==> src/rtl/core/rate_monotonic_run_queue_assert.svh <==
// Assertion macros shared by the run queue RTL.
`ifndef RATE_MONOTONIC_RUN_QUEUE_ASSERT_SVH
`define RATE_MONOTONIC_RUN_QUEUE_ASSERT_SVH

// Checks that a condition holds at every clock edge outside reset.
`define RMRQ_ASSERT_ALWAYS(label, cond, msg) \
	label: assert property (@(posedge clk) disable iff (!arst_n) (cond)) else $error(msg);

// Checks that a condition in one cycle implies another in the next cycle.
`define RMRQ_ASSERT_NEXT(label, ante, cons, msg) \
	label: assert property (@(posedge clk) disable iff (!arst_n) (ante) |=> (cons)) \
		else $error(msg);

`endif

==> src/rtl/core/rmrq_pkg.sv <==
// Package with the types and constants of the rate-monotonic run queue.
package rmrq_pkg;

	localparam int QUEUE_DEPTH_DEF = 16;
	localparam int ID_BITS_DEF     = 8;
	localparam int PERIOD_W        = 16;
	localparam int REQ_W           = 3;
	localparam int STATUS_W        = 2;

	// Request codes.
	typedef enum logic [REQ_W-1:0] {
		REQ_ENQ   = 3'd0,
		REQ_DEQ   = 3'd1,
		REQ_YIELD = 3'd2,
		REQ_TICK  = 3'd3,
		REQ_PICK  = 3'd4
	} req_t;

	// Result status codes.
	typedef enum logic [STATUS_W-1:0] {
		ST_OK    = 2'd0,
		ST_FULL  = 2'd1,
		ST_NOTQ  = 2'd2,
		ST_EMPTY = 2'd3
	} status_t;

	// Per-cell load controls from the sequencer.
	typedef struct packed {
		logic load;
		logic take_ins;
	} cell_ctl_t;

endpackage

==> src/rtl/core/rmrq_cell.sv <==
// One queue cell: holds a task entry and loads from its right neighbor or the insert bus.
module rmrq_cell #(
	parameter int ID_BITS = rmrq_pkg::ID_BITS_DEF
) (
	input  logic                          clk,
	input  rmrq_pkg::cell_ctl_t           ctl,
	input  logic [ID_BITS-1:0]            nbr_id,
	input  logic [rmrq_pkg::PERIOD_W-1:0] nbr_period,
	input  logic [rmrq_pkg::PERIOD_W-1:0] nbr_rem,
	input  logic [ID_BITS-1:0]            ins_id,
	input  logic [rmrq_pkg::PERIOD_W-1:0] ins_period,
	input  logic [rmrq_pkg::PERIOD_W-1:0] ins_rem,
	output logic [ID_BITS-1:0]            id,
	output logic [rmrq_pkg::PERIOD_W-1:0] period,
	output logic [rmrq_pkg::PERIOD_W-1:0] rem
);
	import rmrq_pkg::*;

	logic [ID_BITS-1:0]  id_q;
	logic [PERIOD_W-1:0] period_q;
	logic [PERIOD_W-1:0] rem_q;

	// Entry storage; the contents are meaningful only below the queue occupancy.
	always_ff @(posedge clk) begin
		if (ctl.load) begin
			if (ctl.take_ins) begin
				id_q     <= ins_id;
				period_q <= ins_period;
				rem_q    <= ins_rem;
			end else begin
				id_q     <= nbr_id;
				period_q <= nbr_period;
				rem_q    <= nbr_rem;
			end
		end
	end

	assign id     = id_q;
	assign period = period_q;
	assign rem    = rem_q;

endmodule

==> src/rtl/core/rate_monotonic_run_queue.sv <==
// Top level of the rate-monotonic run queue: cell chain and request sequencer.
//
// A request is taken when start is high and busy is low, and its result appears
// on the result ports for exactly one cycle with done high; the receiver cannot
// stall it, so it must capture the result in that cycle. Every known request
// rotates the whole queue once past the head cell, one entry per cycle, to look
// up the named task, drop it or update it, and track the shortest period, then
// appends at the tail and forms the result; request codes five to seven, and
// requests that find the queue empty, skip the rotation.
// The queue is empty after reset and needs no initialization.
module rate_monotonic_run_queue #(
	parameter  int QUEUE_DEPTH = rmrq_pkg::QUEUE_DEPTH_DEF,
	parameter  int ID_BITS     = rmrq_pkg::ID_BITS_DEF,
	localparam int CNT_W       = $clog2(QUEUE_DEPTH + 1)
) (
	input  logic                          clk,
	input  logic                          arst_n,
	input  logic                          start,
	output logic                          busy,
	input  logic [rmrq_pkg::REQ_W-1:0]    req_type,
	input  logic [ID_BITS-1:0]            task_id,
	input  logic [rmrq_pkg::PERIOD_W-1:0] period_ticks,
	output logic                          done,
	output logic [ID_BITS-1:0]            chosen_task,
	output logic                          chosen_valid,
	output logic                          resched,
	output logic [rmrq_pkg::STATUS_W-1:0] status,
	output logic [CNT_W-1:0]              queued_count
);
	import rmrq_pkg::*;

	localparam logic [CNT_W-1:0] FULL_CNT = CNT_W'(QUEUE_DEPTH);

	typedef enum logic [1:0] {
		S_IDLE,
		S_SCAN,
		S_APPEND
	} state_t;

	state_t              state_q;
	req_t                req_q;
	logic [ID_BITS-1:0]  id_q;
	logic [PERIOD_W-1:0] period_q;
	logic [CNT_W-1:0]    occ_q;
	logic [CNT_W-1:0]    steps_q;
	logic                found_q;
	logic                hold_v_q;
	logic [ID_BITS-1:0]  hold_id_q;
	logic [PERIOD_W-1:0] hold_period_q;
	logic [PERIOD_W-1:0] hold_rem_q;
	logic                best_v_q;
	logic [ID_BITS-1:0]  best_id_q;
	logic [PERIOD_W-1:0] best_period_q;
	logic                resched_flag_q;

	logic                done_q;
	logic [ID_BITS-1:0]  chosen_task_q;
	logic                chosen_valid_q;
	logic                resched_q;
	status_t             status_q;
	logic [CNT_W-1:0]    queued_count_q;

	logic [ID_BITS-1:0]  cell_id     [QUEUE_DEPTH];
	logic [PERIOD_W-1:0] cell_period [QUEUE_DEPTH];
	logic [PERIOD_W-1:0] cell_rem    [QUEUE_DEPTH];
	cell_ctl_t           cell_ctl    [QUEUE_DEPTH];

	logic [ID_BITS-1:0]  ins_id;
	logic [PERIOD_W-1:0] ins_period;
	logic [PERIOD_W-1:0] ins_rem;

	logic                shift;
	logic                is_named;
	logic                match;
	logic [PERIOD_W-1:0] tick_rem;
	logic                remove;
	logic [PERIOD_W-1:0] keep_rem;
	logic                append;
	logic [CNT_W-1:0]    tail;
	logic                req_known;
	logic [PERIOD_W-1:0] start_period;

	// Head-cell examination during the rotation.
	assign shift    = (state_q == S_SCAN);
	assign is_named = (req_q == REQ_ENQ) || (req_q == REQ_DEQ) ||
		(req_q == REQ_YIELD) || (req_q == REQ_TICK);
	assign match    = shift && is_named && !found_q && (cell_id[0] == id_q);
	assign tick_rem = (cell_rem[0] <= PERIOD_W'(1)) ? '0 : cell_rem[0] - PERIOD_W'(1);
	assign remove   = match && ((req_q != REQ_TICK) || (tick_rem == '0));
	assign keep_rem = (match && (req_q == REQ_TICK)) ? tick_rem : cell_rem[0];
	assign tail     = occ_q - CNT_W'(1);

	// Tail append: a held entry, or a new task when the queue has room.
	assign append = (state_q == S_APPEND) &&
		(hold_v_q || ((req_q == REQ_ENQ) && !found_q && (occ_q != FULL_CNT)));

	// Insert bus: the rotated head entry while scanning, the appended entry after.
	always_comb begin
		if (shift) begin
			ins_id     = cell_id[0];
			ins_period = cell_period[0];
			ins_rem    = keep_rem;
		end else if (hold_v_q) begin
			ins_id     = hold_id_q;
			ins_period = hold_period_q;
			ins_rem    = hold_rem_q;
		end else begin
			ins_id     = id_q;
			ins_period = period_q;
			ins_rem    = period_q;
		end
	end

	// Chain of cells; on a shift each cell below the tail takes its right neighbor's entry, the tail cell the insert bus.
	for (genvar i = 0; i < QUEUE_DEPTH; i++) begin : g_cell
		logic [ID_BITS-1:0]  nbr_id;
		logic [PERIOD_W-1:0] nbr_period;
		logic [PERIOD_W-1:0] nbr_rem;

		if (i == QUEUE_DEPTH - 1) begin : g_last
			assign nbr_id     = ins_id;
			assign nbr_period = ins_period;
			assign nbr_rem    = ins_rem;
		end else begin : g_mid
			assign nbr_id     = cell_id[i+1];
			assign nbr_period = cell_period[i+1];
			assign nbr_rem    = cell_rem[i+1];
		end

		assign cell_ctl[i].load =
			(shift && ((CNT_W'(i) < tail) || ((CNT_W'(i) == tail) && !remove))) ||
			(append && (CNT_W'(i) == occ_q));
		assign cell_ctl[i].take_ins = shift ? (CNT_W'(i) == tail) : 1'b1;

		rmrq_cell #(
			.ID_BITS(ID_BITS)
		) u_cell (
			.clk       (clk),
			.ctl       (cell_ctl[i]),
			.nbr_id    (nbr_id),
			.nbr_period(nbr_period),
			.nbr_rem   (nbr_rem),
			.ins_id    (ins_id),
			.ins_period(ins_period),
			.ins_rem   (ins_rem),
			.id        (cell_id[i]),
			.period    (cell_period[i]),
			.rem       (cell_rem[i])
		);
	end

	// Request decode at acceptance.
	assign req_known    = (req_type <= REQ_W'(REQ_PICK));
	assign start_period = (period_ticks == '0) ? PERIOD_W'(1) : period_ticks;

	// Sequencer state and registered results.
	always_ff @(posedge clk or negedge arst_n) begin
		if (!arst_n) begin
			state_q        <= S_IDLE;
			req_q          <= REQ_ENQ;
			id_q           <= '0;
			period_q       <= '0;
			occ_q          <= '0;
			steps_q        <= '0;
			found_q        <= 1'b0;
			hold_v_q       <= 1'b0;
			hold_id_q      <= '0;
			hold_period_q  <= '0;
			hold_rem_q     <= '0;
			best_v_q       <= 1'b0;
			best_id_q      <= '0;
			best_period_q  <= '0;
			resched_flag_q <= 1'b0;
			done_q         <= 1'b0;
			chosen_task_q  <= '0;
			chosen_valid_q <= 1'b0;
			resched_q      <= 1'b0;
			status_q       <= ST_OK;
			queued_count_q <= '0;
		end else begin
			done_q <= 1'b0;
			unique case (state_q)
				S_IDLE: begin
					if (start) begin
						req_q          <= req_t'(req_type);
						id_q           <= task_id;
						period_q       <= start_period;
						found_q        <= 1'b0;
						hold_v_q       <= 1'b0;
						best_v_q       <= 1'b0;
						resched_flag_q <= 1'b0;
						steps_q        <= req_known ? occ_q : '0;
						state_q        <= (req_known && (occ_q != '0)) ? S_SCAN : S_APPEND;
					end
				end
				S_SCAN: begin
					// Shortest period so far; strict compare keeps the earliest on ties.
					if ((req_q == REQ_PICK) && (!best_v_q || (cell_period[0] < best_period_q)))
					begin
						best_v_q      <= 1'b1;
						best_id_q     <= cell_id[0];
						best_period_q <= cell_period[0];
					end
					// The named task: hold it aside when it is going to the tail.
					if (match) begin
						found_q <= 1'b1;
						unique case (req_q)
							REQ_ENQ: begin
								hold_v_q      <= 1'b1;
								hold_id_q     <= id_q;
								hold_period_q <= period_q;
								hold_rem_q    <= period_q;
							end
							REQ_YIELD: begin
								hold_v_q      <= 1'b1;
								hold_id_q     <= cell_id[0];
								hold_period_q <= cell_period[0];
								hold_rem_q    <= cell_rem[0];
							end
							REQ_TICK: begin
								if (tick_rem == '0) begin
									hold_v_q       <= 1'b1;
									hold_id_q      <= cell_id[0];
									hold_period_q  <= cell_period[0];
									hold_rem_q     <= cell_period[0];
									resched_flag_q <= 1'b1;
								end
							end
							default: begin
							end
						endcase
					end
					if (remove) begin
						occ_q <= occ_q - CNT_W'(1);
					end
					steps_q <= steps_q - CNT_W'(1);
					if (steps_q == CNT_W'(1)) begin
						state_q <= S_APPEND;
					end
				end
				S_APPEND: begin
					if (append) begin
						occ_q <= occ_q + CNT_W'(1);
					end
					unique case (req_q) inside
						REQ_ENQ: begin
							status_q <= (!found_q && (occ_q == FULL_CNT)) ? ST_FULL : ST_OK;
						end
						REQ_DEQ, REQ_YIELD, REQ_TICK: begin
							status_q <= found_q ? ST_OK : ST_NOTQ;
						end
						REQ_PICK: begin
							status_q <= best_v_q ? ST_OK : ST_EMPTY;
						end
						default: begin
							status_q <= ST_OK;
						end
					endcase
					chosen_valid_q <= (req_q == REQ_PICK) && best_v_q;
					chosen_task_q  <= ((req_q == REQ_PICK) && best_v_q) ? best_id_q : '0;
					resched_q      <= resched_flag_q;
					queued_count_q <= append ? (occ_q + CNT_W'(1)) : occ_q;
					done_q         <= 1'b1;
					state_q        <= S_IDLE;
				end
				default: begin
					state_q <= S_IDLE;
				end
			endcase
		end
	end

	assign busy         = (state_q != S_IDLE);
	assign done         = done_q;
	assign chosen_task  = chosen_task_q;
	assign chosen_valid = chosen_valid_q;
	assign resched      = resched_q;
	assign status       = status_q;
	assign queued_count = queued_count_q;

	// Checks on the sequencer and the result it forms.
`include "rate_monotonic_run_queue_assert.svh"

	`RMRQ_ASSERT_NEXT(a_accept_busy, start && !busy, busy || done,
		"accepted request neither busy nor done next cycle")
	`RMRQ_ASSERT_ALWAYS(a_count_bound, occ_q <= FULL_CNT, "occupancy above queue depth")
	`RMRQ_ASSERT_ALWAYS(a_pick_resched, !(done && chosen_valid && resched),
		"pick result and reschedule raised together")
	`RMRQ_ASSERT_NEXT(a_remove_named, remove, found_q,
		"entry removed without the named task being found")

endmodule
==> config.mk <==
export PLATFORM = sky130hd
export DESIGN_NAME = rate_monotonic_run_queue
export DESIGN_NICKNAME = d
export VERILOG_FILES = /design/src/rtl/core/rmrq_pkg.sv /design/src/rtl/core/rmrq_cell.sv /design/src/rtl/core/rate_monotonic_run_queue.sv
export VERILOG_INCLUDE_DIRS = /design/src /design/src/rtl/core
export SDC_FILE = /design/constraint.sdc
export NUM_CORES = 1
export LEC_CHECK = 0
export ABC_AREA = 1
export ABC_CLOCK_PERIOD_IN_PS = 5200
export BUFFER_PORTS_ARGS = -buffer_cell sky130_fd_sc_hd__buf_2
export CORE_MARGIN = 5
export CORE_UTILIZATION = 40
export CTS_CLUSTER_DIAMETER = 120
export CTS_CLUSTER_SIZE = 24
export DETAILED_ROUTE_END_ITERATION = 6
export GPL_TIMING_DRIVEN = 0
export PLACE_DENSITY = 0.56
export SETUP_SLACK_MARGIN = 0.15
export SYNTH_ARGS = -nofsm -noshare
export SYNTH_HDL_FRONTEND = slang
export SYNTH_SLANG_ARGS = --single-unit
==> constraint.sdc <==
create_clock -name clk -period 5.2 [get_ports clk]
set_input_delay 0.78 -clock clk [delete_from_list [all_inputs] [get_ports clk]]
set_output_delay 0.78 -clock clk [all_outputs]
set_load 0.1 [all_outputs]
## After elaboration in Yosys (flattened, before gate mapping)

Index checks and enable logic that the tools add are counted.

| storage, ports and cells | value |
|---|---|
| bits in registers | 765 |
| input bits | 30 |
| output and inout bits | 19 |
| word-level logic and storage cells | 369 |

| operators by class | value |
|---|---|
| multiplexer cells | 102 |
| reduce and logical (&&, ||, !) cells | 124 |
| magnitude comparators | 19 |
| $add $sub $neg | 4 |
| equality and inequality tests | 51 |

Operators with widths:

| cell | count |
|---|---|
| 16-bit 2-to-1 mux | 38 |
| 8-bit 2-to-1 mux | 19 |
| 16-bit one-hot mux with 3 select lines | 2 |
| 4-bit by 5-bit == test with 1-bit output (first input constant) | 16 |
| 1-bit logical AND | 60 |
| 3-bit by 5-bit == test with 1-bit output (first input constant) | 8 |
| 4-bit by 5-bit < comparator with 1-bit output (first input constant) | 8 |
| 1-bit logical OR | 38 |
| 16-bit logical NOT | 2 |
| 1-bit 2-to-1 mux | 24 |
| 8-bit one-hot mux with 3 select lines | 1 |
| 2-bit by 5-bit == test with 1-bit output (first input constant) | 4 |
| 3-bit by 5-bit < comparator with 1-bit output (first input constant) | 4 |
| 5-bit 2-to-1 mux | 4 |
| 5-bit one-hot mux with 2 select lines | 2 |
| 16-bit by 1-bit <= comparator with 1-bit output (second input constant) | 1 |
| 16-bit < comparator | 1 |
| 16-bit by 1-bit subtractor with 16-bit output (second input constant) | 1 |
| 2-bit by 1-bit != test with 1-bit output (second input constant) | 6 |
| 1-bit by 5-bit == test with 1-bit output (first input constant) | 2 |
| 5-bit logical NOT | 2 |
| 1-bit by 5-bit < comparator with 1-bit output (first input constant) | 2 |
| 2-bit by 5-bit < comparator with 1-bit output (first input constant) | 2 |
| 2-bit 2-to-1 mux | 5 |
| 30 further kinds | 48 |

## Longest topological paths before layout

Gate-level depths: netlist (run 1).

| depth | value |
|---|---|
| word-level depth | 13 |
| gate-level depth with buffers | 18 |
| depth with buffers taken out | 17 |

## Hierarchy

A second synthesis (run 1) with hierarchy kept.

| second synthesis, totals | value |
|---|---|
| cells, all modules | 3997 |
| area, all modules | 37437.2 sq um |

Modules (own cells, without submodules):

| module | cells each | area each (sq um) | times used | seq. area each (sq um) |
|---|---|---|---|---|
| rmrq_cell | 170 | 1805.5 | 16 | 1201.2 |
| rate_monotonic_run_queue | 1277 | 8549.4 | 1 | 3128.0 |

## Worst setup path before layout (run 1)

Ideal clock, no wire load.

| timing path | value |
|---|---|
| path type | reg2reg |
| start | reg g_cell[0].u_cell.rem_q[0] |
| end | reg g_cell[8].u_cell.id_q[0], enable pin |
| setup slack | 1.842 ns |
| required time | 4.669 ns |
| buffers on the path | 2 |
| cell stages (with the launch flop) | 18 |
| library setup time | 0.531 ns |
| clock period less this slack | 3.358 ns |
| arrival | 2.827 ns |
| cell sequence | edfxtp_1 -> inv_1 -> ha_1 -> nor2_1 -> nor2_1 -> nand3_4 -> buf_6 -> nand3_1 -> nand3_1 -> nor2_1 -> nand3_1 -> nand2_4 -> nand2_1 -> buf_2 -> nand2_1 -> nand2_1 -> nand2_1 -> nand2_1 |

RTL lines:

| element | line | text |
|---|---|---|
| from (decl) | rmrq_cell.sv:21 | `logic [PERIOD_W-1:0] rem_q;` |
| from (signal assigned) | rmrq_cell.sv:29 | `rem_q <= ins_rem;` |
| from (signal assigned) | rmrq_cell.sv:33 | `rem_q <= nbr_rem;` |
| to (signal assigned) | rmrq_cell.sv:27 | `id_q <= ins_id;` |
| to (signal assigned) | rmrq_cell.sv:31 | `id_q <= nbr_id;` |
| to (decl) | rmrq_cell.sv:19 | `logic [ID_BITS-1:0] id_q;` |

==> out/qor.yml, run 1 <==
syn_nets: 3765
coreArea_mm2: 0.08702
cellPowerDensity_mw_per_mm2: 755.2
yosys_warnings: 0
worstSetupStartpointType: "flip-flop"
grt_antenna_before_repair: 0
vias: 23980
worst_hold_path_type: "input pin to async pin"
gr-total-overflow: 0
grt_max_degree: 85
ioPinCount: 49
finalHoldViolCount: 0
critPathSlowestCell: "nand2_2"
place.gp.congestion: 0.9304
grt_pass1_vias: 22210
cts_sinks: 765
cp.arrival_ns: 4.10
diodes: 0
min_period_ns: 3.975
instances_no_fill: 4977
nNetsFinal: 3864
power_frac_clock_pct: 11.3
synth.top_cell.area_share_pct: 54.63
final_antenna_net_count: 0
ys_types: 44
placed_cells: 4923
hold_slack_ns: 0.08966
seq_area_frac_synth_pct: 63.52
worstPathMaxFanout: 40
wl_per_cell_um: 17.35
switching_power_w: 0.01237
hpwl_um: 67670
cts_buffers: 37
drive_gt1_share_pct: 7.980
row_count: 108
clk_pin_slew_ns: 0.11
fmax_mhz: 251.6
crit_chain: "inv_1 -> ha_1 -> nor2_1 -> nor2_1 -> nand3_4 -> buf_6 -> nand3_1 -> nand2_1 -> nor2_1 -> nand3_1 -> nand2_4 -> nand2_1 -> buf_2 -> nand2_1 -> nand2_1 -> nand2_1 -> nand2_2"
slew_viol_final: 0
port_buffers: 48
cellLeakagePower_nw: 15.90
slew_headroom_pct: 8.114
rrSetupSlack_ns: 1.23
htreeDepth: 2
swShare_pct: 42.94
netlist_area_mm2: 0.03518
track_usage_pct: 18.23
synthArstFlopShare_pct: 16.34
clock_skew_ns: 0.03972
reg2regPathDepth: 17
p_comb_share_pct: 44.9
synth_seq_cells: 765
drtIter0Drc: 1780
die_area_mm2: 0.09398
ys_top_cells_by_count: "nand2_1 (1789), edfxtp_1 (640), o21ai_0 (187)"
rr_endpoint: "g_cell[7].u_cell.rem[8]$_DFFE_PP_"
synth-edff-count: 640
cp.required_ns: 5.33
critPathTopFamily: "simple AND/OR/NAND/NOR gates"
wirelength_um: 86360
drc: 0
cts_tree: "yes"
power.internal_w: 0.01644
tns_ns: 0
clockBufferDepth: 3
status: "finished clean"
initial_core_util_pct: 40.43
vdd_drop_max_v: 0.0003874
ctsResizeCount: 0
period_share_pct: 76.44
drtPass1Iterations: 7
dominantRegCellSynth: "edfxtp_1"
yosysMostFrequentCell: "nand2_1"
grt_pass1_wl_um: 133400
worst_pin_slew_ns: 1.372
synthTopCellsByArea: "edfxtp_1 (55%), nand2_1 (19%), dfrtp_1 (8.9%), o21ai_0 (2.7%), nor2_1 (1.6%)"
clock_latency_ns: 0.61
rsz0062_at_grt: "false"
setup-violations-final: 0
synth_top_cell_by_area: "edfxtp_1"
root_buffer: "clkbuf_16"
cts_setup_buffers: 0
rr_startpoint: "g_cell[0].u_cell.rem[0]$_DFFE_PP_"
viasPerCell: 4.819
criticalPathCategory: "flip-flop to flip-flop"
synthCells: 3710
worstSetupEndpointType: "flip-flop"
critPathMaxStageDelay_ns: 0.49
cap_violations: 0
crit_buf_inv: 3
p_seq_share_pct: 43.8
fp.dieW_um: 306.6
cts_hold_buf: 0
syn2layout_area_growth_pct: 8.472
die_y_um: 306.6
avgSynthCellArea_um2: 9.482
crit_top_cell: "nand2_1"
placed cells by master, fill, tap and decap left out, types with 15 or more instances in the layout:
master / instances
a21oi_1: 49
a31oi_1: 88
buf_2: 120
buf_6: 17
clkbuf_1: 126
clkbuf_16: 37
dfrtp_1: 125
edfxtp_1: 640
ha_1: 25
inv_1: 152
inv_2: 22
nand2_1: 1773
nand2_2: 29
nand3_1: 51
nand4_1: 34
nor2_1: 153
o21ai_0: 187
o21ai_1: 43
o21ai_2: 15
o221ai_1: 15
layer usage:
metal / up-vias / track usage (%) / wire (µm)
met1: 10930 / 25.11 / 39190
met3: 130 / 1.838 / 3367
met5: - / 0 / 0
met2: 502 / 30.28 / 40420
li1: 12420 / - / -
met4: 0 / 6.757 / 3385
kinds of logic after synthesis:
| family | Yosys count | synth area share, % |
|---|---|---|
| buffers and inverters | 396 | 4.951 |
| xor gates and xnor gates | 8 | 0.2525 |
| and+or+nand+nor | 2093 | 23.53 |
| adders and majority gates | 25 | 0.8891 |
| DFF | 765 | 63.52 |
| AOI/OAI and AO/OA | 423 | 6.861 |
power groups by stage:
stage | logic (W) | clock network (W) | registers, W
after global placement | 0.0125 | 0 | 0.0128
final | 0.0129 | 0.00326 | 0.0126
after global routing | 0.0148 | 0.00356 | 0.0129
after CTS | 0.0131 | 0.00335 | 0.0126
after floorplan | 0.00868 | 0 | 0.0127
after detailed placement | 0.0130 | 0 | 0.0128
sequential cells by signal, summed over array words and instances (netlist names), 2 cells and up:
| name | count |
|---|---|
| hold_period_q | 16 |
| steps_q | 5 |
| status | 2 |
| occ_q | 5 |
| req_q | 3 |
| g_cell.u_cell.period | 256 |
| hold_rem_q | 16 |
| chosen_task | 8 |
| id_q | 8 |
| period_q | 16 |
| state_q | 2 |
| queued_count | 5 |
| best_period_q | 16 |
| hold_id_q | 8 |
| g_cell.u_cell.rem | 256 |
| g_cell.u_cell.id | 128 |
| best_id_q | 8 |
worst max path at each step:
stage | from | endpoint | slack [ns] | cells after the start
after floorplan | g_cell[0].u_cell.rem[0]$_DFFE_PP_ | g_cell[8].u_cell.id[0]$_DFFE_PP_ | 1.84 | 17
after global placement | g_cell[0].u_cell.rem[0]$_DFFE_PP_ | g_cell[13].u_cell.period[10]$_DFFE_PP_ | 0.48 | 17
after detailed placement | g_cell[0].u_cell.rem[0]$_DFFE_PP_ | g_cell[7].u_cell.period[10]$_DFFE_PP_ | 1.30 | 17
after CTS | g_cell[0].u_cell.rem[0]$_DFFE_PP_ | g_cell[7].u_cell.rem[8]$_DFFE_PP_ | 1.24 | 17
after global routing | g_cell[0].u_cell.rem[0]$_DFFE_PP_ | g_cell[4].u_cell.period[10]$_DFFE_PP_ | 0.94 | 17
final | g_cell[0].u_cell.rem[0]$_DFFE_PP_ | g_cell[7].u_cell.rem[8]$_DFFE_PP_ | 1.23 | 17
per-stage QoR:
| stage | cell area [µm²] | setup slack (ns) | power (W) | util, % |
|---|---|---|---|---|
| after floorplan | 35180 | 1.842 | 0.02141 | - |
| after global placement | 36870 | 0.4752 | 0.02539 | 42.36 |
| after detailed placement | 37120 | 1.303 | 0.02577 | 42.65 |
| after CTS | 38130 | 1.240 | 0.02902 | 43.82 |
| after global routing | 38160 | 0.9364 | 0.03124 | 43.85 |
| final | 38160 | 1.225 | 0.02882 | 43.85 |
area by class of cell:
| cell class | instances | area, µm² |
|---|---|---|
| inverters | 174 | 653.1 |
| fillers | 8423 | 48860 |
| repair buffers | 60 | 469.2 |
| multi-input cells | 2549 | 11140 |
| clock buffers | 48 | 967.2 |
| plain buffers | 222 | 1089 |
| clock inverters | 4 | 46.29 |
| well taps | 1155 | 1445 |
| flip-flops and latches | 765 | 22350 |
Note: power is estimated with default switching activity, not from simulation.
==> inputs of run 2 (changes only) <==
Settings changed: ABC_AREA 1 to 0, ABC_CLOCK_PERIOD_IN_PS 5200 to 4100.
Clock period 5.2 ns to 4.1 ns, I/O delays scaled along.
==> out/qor.yml, run 2 <==
cts_sinks: 765  # unchanged
place.gp.congestion: 0.8765  # was 0.9304
synthCells: 2989  # was 3710
design_area_mm2: 0.03899  # was 0.03816 mm²
synth_seq_cells: 765  # unchanged
layout_commonest_cell: "edfxtp_1"  # was nand2_1
grt_max_degree: 72  # was 85
cp.arrival_ns: 4.18  # was 4.10 ns
synthTopCellsByArea: "edfxtp_1 (55%), dfrtp_1 (8.9%), nand2_1 (6.5%), o21ai_0 (6.0%), mux2_2 (4.6%)"  # was edfxtp_1 (55%), nand2_1 (19%), dfrtp_1 (8.9%), o21ai_0 (2.7%), nor2_1 (1.6%)
rsz0062_at_grt: "true"  # was false
cts_buffers: 38  # was 37
dominantRegCellSynth: "edfxtp_1"  # unchanged
seq_area_frac_synth_pct: 63.61  # was 63.52%
rr_endpoint: "g_cell[5].u_cell.id[2]$_DFFE_PP_"  # was g_cell[7].u_cell.rem[8]$_DFFE_PP_
period_share_pct: 93.67  # was 76.44%
placed_cell_area_mm2: 0.03746  # was 0.03712 mm²
criticalPathCategory: "flip-flop to flip-flop"  # unchanged
final_cell_mix: "edfxtp_1 (640), nand2_1 (607), o21ai_0 (422), clkbuf_1 (189), mux2_2 (143)"  # was nand2_1 (1773), edfxtp_1 (640), o21ai_0 (187), nor2_1 (153), inv_1 (152)
row_count: 108  # unchanged
finalHoldViolCount: 0  # unchanged
drive_gt1_share_pct: 14.38  # was 7.980%
setup-violations-final: 0  # unchanged
root_buffer: "clkbuf_16"  # unchanged
cap_violations: 0  # unchanged
yosysMostFrequentCell: "edfxtp_1"  # was nand2_1
worst_slack_ns: 0.2597  # was 1.225 ns
diodes: 0  # unchanged
clk_pin_slew_ns: 0.10  # was 0.11 ns
grt_pass1_vias: 23370  # was 22210
clock_latency_ns: 0.61  # about the same
die_area_mm2: 0.09385  # was 0.09398 mm²
ys_types: 78  # was 44
initial_core_util_pct: 40.37  # was 40.43%
syn2layout_area_growth_pct: 10.98  # was 8.472%
gr-total-overflow: 0  # unchanged
grt_pass1_wl_um: 143800  # was 133400 µm
slew_viol_final: 0  # unchanged
rr_startpoint: "occ_q[0]$_DFFE_PN0P_"  # was g_cell[0].u_cell.rem[0]$_DFFE_PP_
vias: 23700  # was 23980
worstSetupStartpointType: "flip-flop"  # unchanged
synth-edff-count: 640  # unchanged
regArea_mm2: 0.02235  # unchanged
status: "finished clean"  # unchanged
fp.dieW_um: 306.4  # was 306.6 µm
worstPathMaxFanout: 10  # was 40
coreArea_mm2: 0.08702  # unchanged
placed_cells: 4214  # was 4923
drtPass1Iterations: 5  # was 7
cp.required_ns: 4.44  # was 5.33 ns
synthArstFlopShare_pct: 16.34  # unchanged
worstSetupEndpointType: "flip-flop"  # unchanged
synth_top_cell_by_area: "edfxtp_1"  # unchanged
rrSetupSlack_ns: 0.26  # was 1.23 ns
clock_skew_ns: 0.01908  # was 0.03972 ns
fmax_mhz: 260.4  # was 251.6 MHz
reg2regPathDepth: 10  # was 17
fillers: 8039  # was 8423
avgSynthCellArea_um2: 11.75  # was 9.482 µm²
track_usage_pct: 19.64  # was 18.23%
viasPerCell: 5.504  # was 4.819
grt_antenna_before_repair: 0  # unchanged
cts_tree: "yes"  # unchanged
cts_hold_buf: 0  # unchanged
min_period_ns: 3.840  # was 3.975 ns
hpwl_um: 71350  # was 67670 µm
worst_pin_slew_ns: 0.9393  # was 1.372 ns
port_buffers: 48  # unchanged
netlist_area_mm2: 0.03513  # was 0.03518 mm²
multiInputGateArea_mm2: 0.01181  # was 0.01114 mm²
drc: 0  # unchanged
die_y_um: 306.4  # was 306.6 µm
ioPinCount: 49  # unchanged
pre_cts_ws_ns: -0.4184  # was 1.303 ns
syn_nets: 3044  # was 3765
clockBufferDepth: 3  # unchanged
synth.top_cell.area_share_pct: 54.70  # was 54.63%
instances_no_fill: 4305  # was 4977
final_antenna_net_count: 0  # unchanged
slew_headroom_pct: 37.38  # was 8.114%
ys_top_cells_by_count: "edfxtp_1 (640), nand2_1 (609), o21ai_0 (423)"  # was nand2_1 (1789), edfxtp_1 (640), o21ai_0 (187)
htreeDepth: 2  # unchanged
yosys_warnings: 0  # unchanged
drtIter0Drc: 1823  # was 1780
wirelength_um: 94560  # was 86360 µm
nNetsFinal: 3186  # was 3864
worst_hold_path_type: "input pin to async pin"  # unchanged
wl_per_cell_um: 21.97  # was 17.35 µm
run 2: cell type report:
type | count | area share [%]
Clock buffer | 53 | 2.609
Tap cell | 1155 | 3.707
Timing Repair Buffer | 102 | 2.378
Clock inverter | 6 | 0.2343
Buffer | 246 | 2.741
Inverter | 74 | 0.7125
Multi-Input combinational cell | 1904 | 30.30
Sequential cell | 765 | 57.32
run 2: stage by stage:
stage | utilization, % | TNS (ns) | hold WS [ns]
6_report | 44.80 | 0 | 0.01828
3_3_place_gp | 42.47 | -558.12 | 0.4545
5_1_grt | 44.80 | -0.004758 | 0.06428
3_5_place_dp | 43.05 | -39.35 | 0.4611
2_1_floorplan | - | 0 | 0.3194
4_1_cts | 44.67 | 0 | 0.03311
run 2: metal layers:
metal  wire length [µm]  global-route usage [%]  vias up  share of wire [%]
li1                   -                       -    11160                  -
met1              39360                   25.27    11740                 42
met2              46260                   34.07      642                 49
met3               4902                   2.630      159                5.2
met4               4039                   7.359        0                4.3
met5                  0                       0        -                  0
run 2: worst max path at each step:
stage,startpoint,endpoint,slack [ns],depth (start not counted)
2_1_floorplan,g_cell[0].u_cell.rem[0]$_DFFE_PP_,g_cell[5].u_cell.id[0]$_DFFE_PP_,0.15,13
3_3_place_gp,g_cell[0].u_cell.rem[1]$_DFFE_PP_,g_cell[14].u_cell.rem[15]$_DFFE_PP_,-1.08,11
3_5_place_dp,occ_q[0]$_DFFE_PN0P_,g_cell[14].u_cell.rem[9]$_DFFE_PP_,-0.42,11
4_1_cts,occ_q[0]$_DFFE_PN0P_,g_cell[1].u_cell.id[4]$_DFFE_PP_,0.17,11
5_1_grt,occ_q[0]$_DFFE_PN0P_,g_cell[4].u_cell.id[0]$_DFFE_PP_,-0.005,10
6_report,occ_q[0]$_DFFE_PN0P_,g_cell[5].u_cell.id[2]$_DFFE_PP_,0.26,10
run 2: repair_timing:
item | 4_1_cts | 5_1_grt
pin swaps | 13 | 0
endpoints found under the setup margin | 740 | 406
buffers inserted | 28 | 4
resized for setup | 23 | 36
endpoints found under the hold margin | 0 | 0
run 2: critical path, stage by stage, from the launching register on:
cell and delay, ns:
dfrtp_1 0.39, clkbuf_1 0.34, inv_1 0.20, ha_1 0.33, nor2b_1 0.22, nor2_1 0.41, nor2b_1 0.22, a21oi_1 0.55
clkbuf_2 0.42, clkbuf_1 0.34, o21ai_0 0.14
run 2: logic make-up after synthesis:
group	share of synthesized area, %
fa+ha+maj	0.8904
flops	63.61
simple gates	10.60
buf+inv	3.651
mux	8.074
compound gates	12.71
xor+xnor	0.4737
Power of run 2 is not shown: default switching activity piles up to over one toggle a cycle in this logic, so the estimate is an artifact.
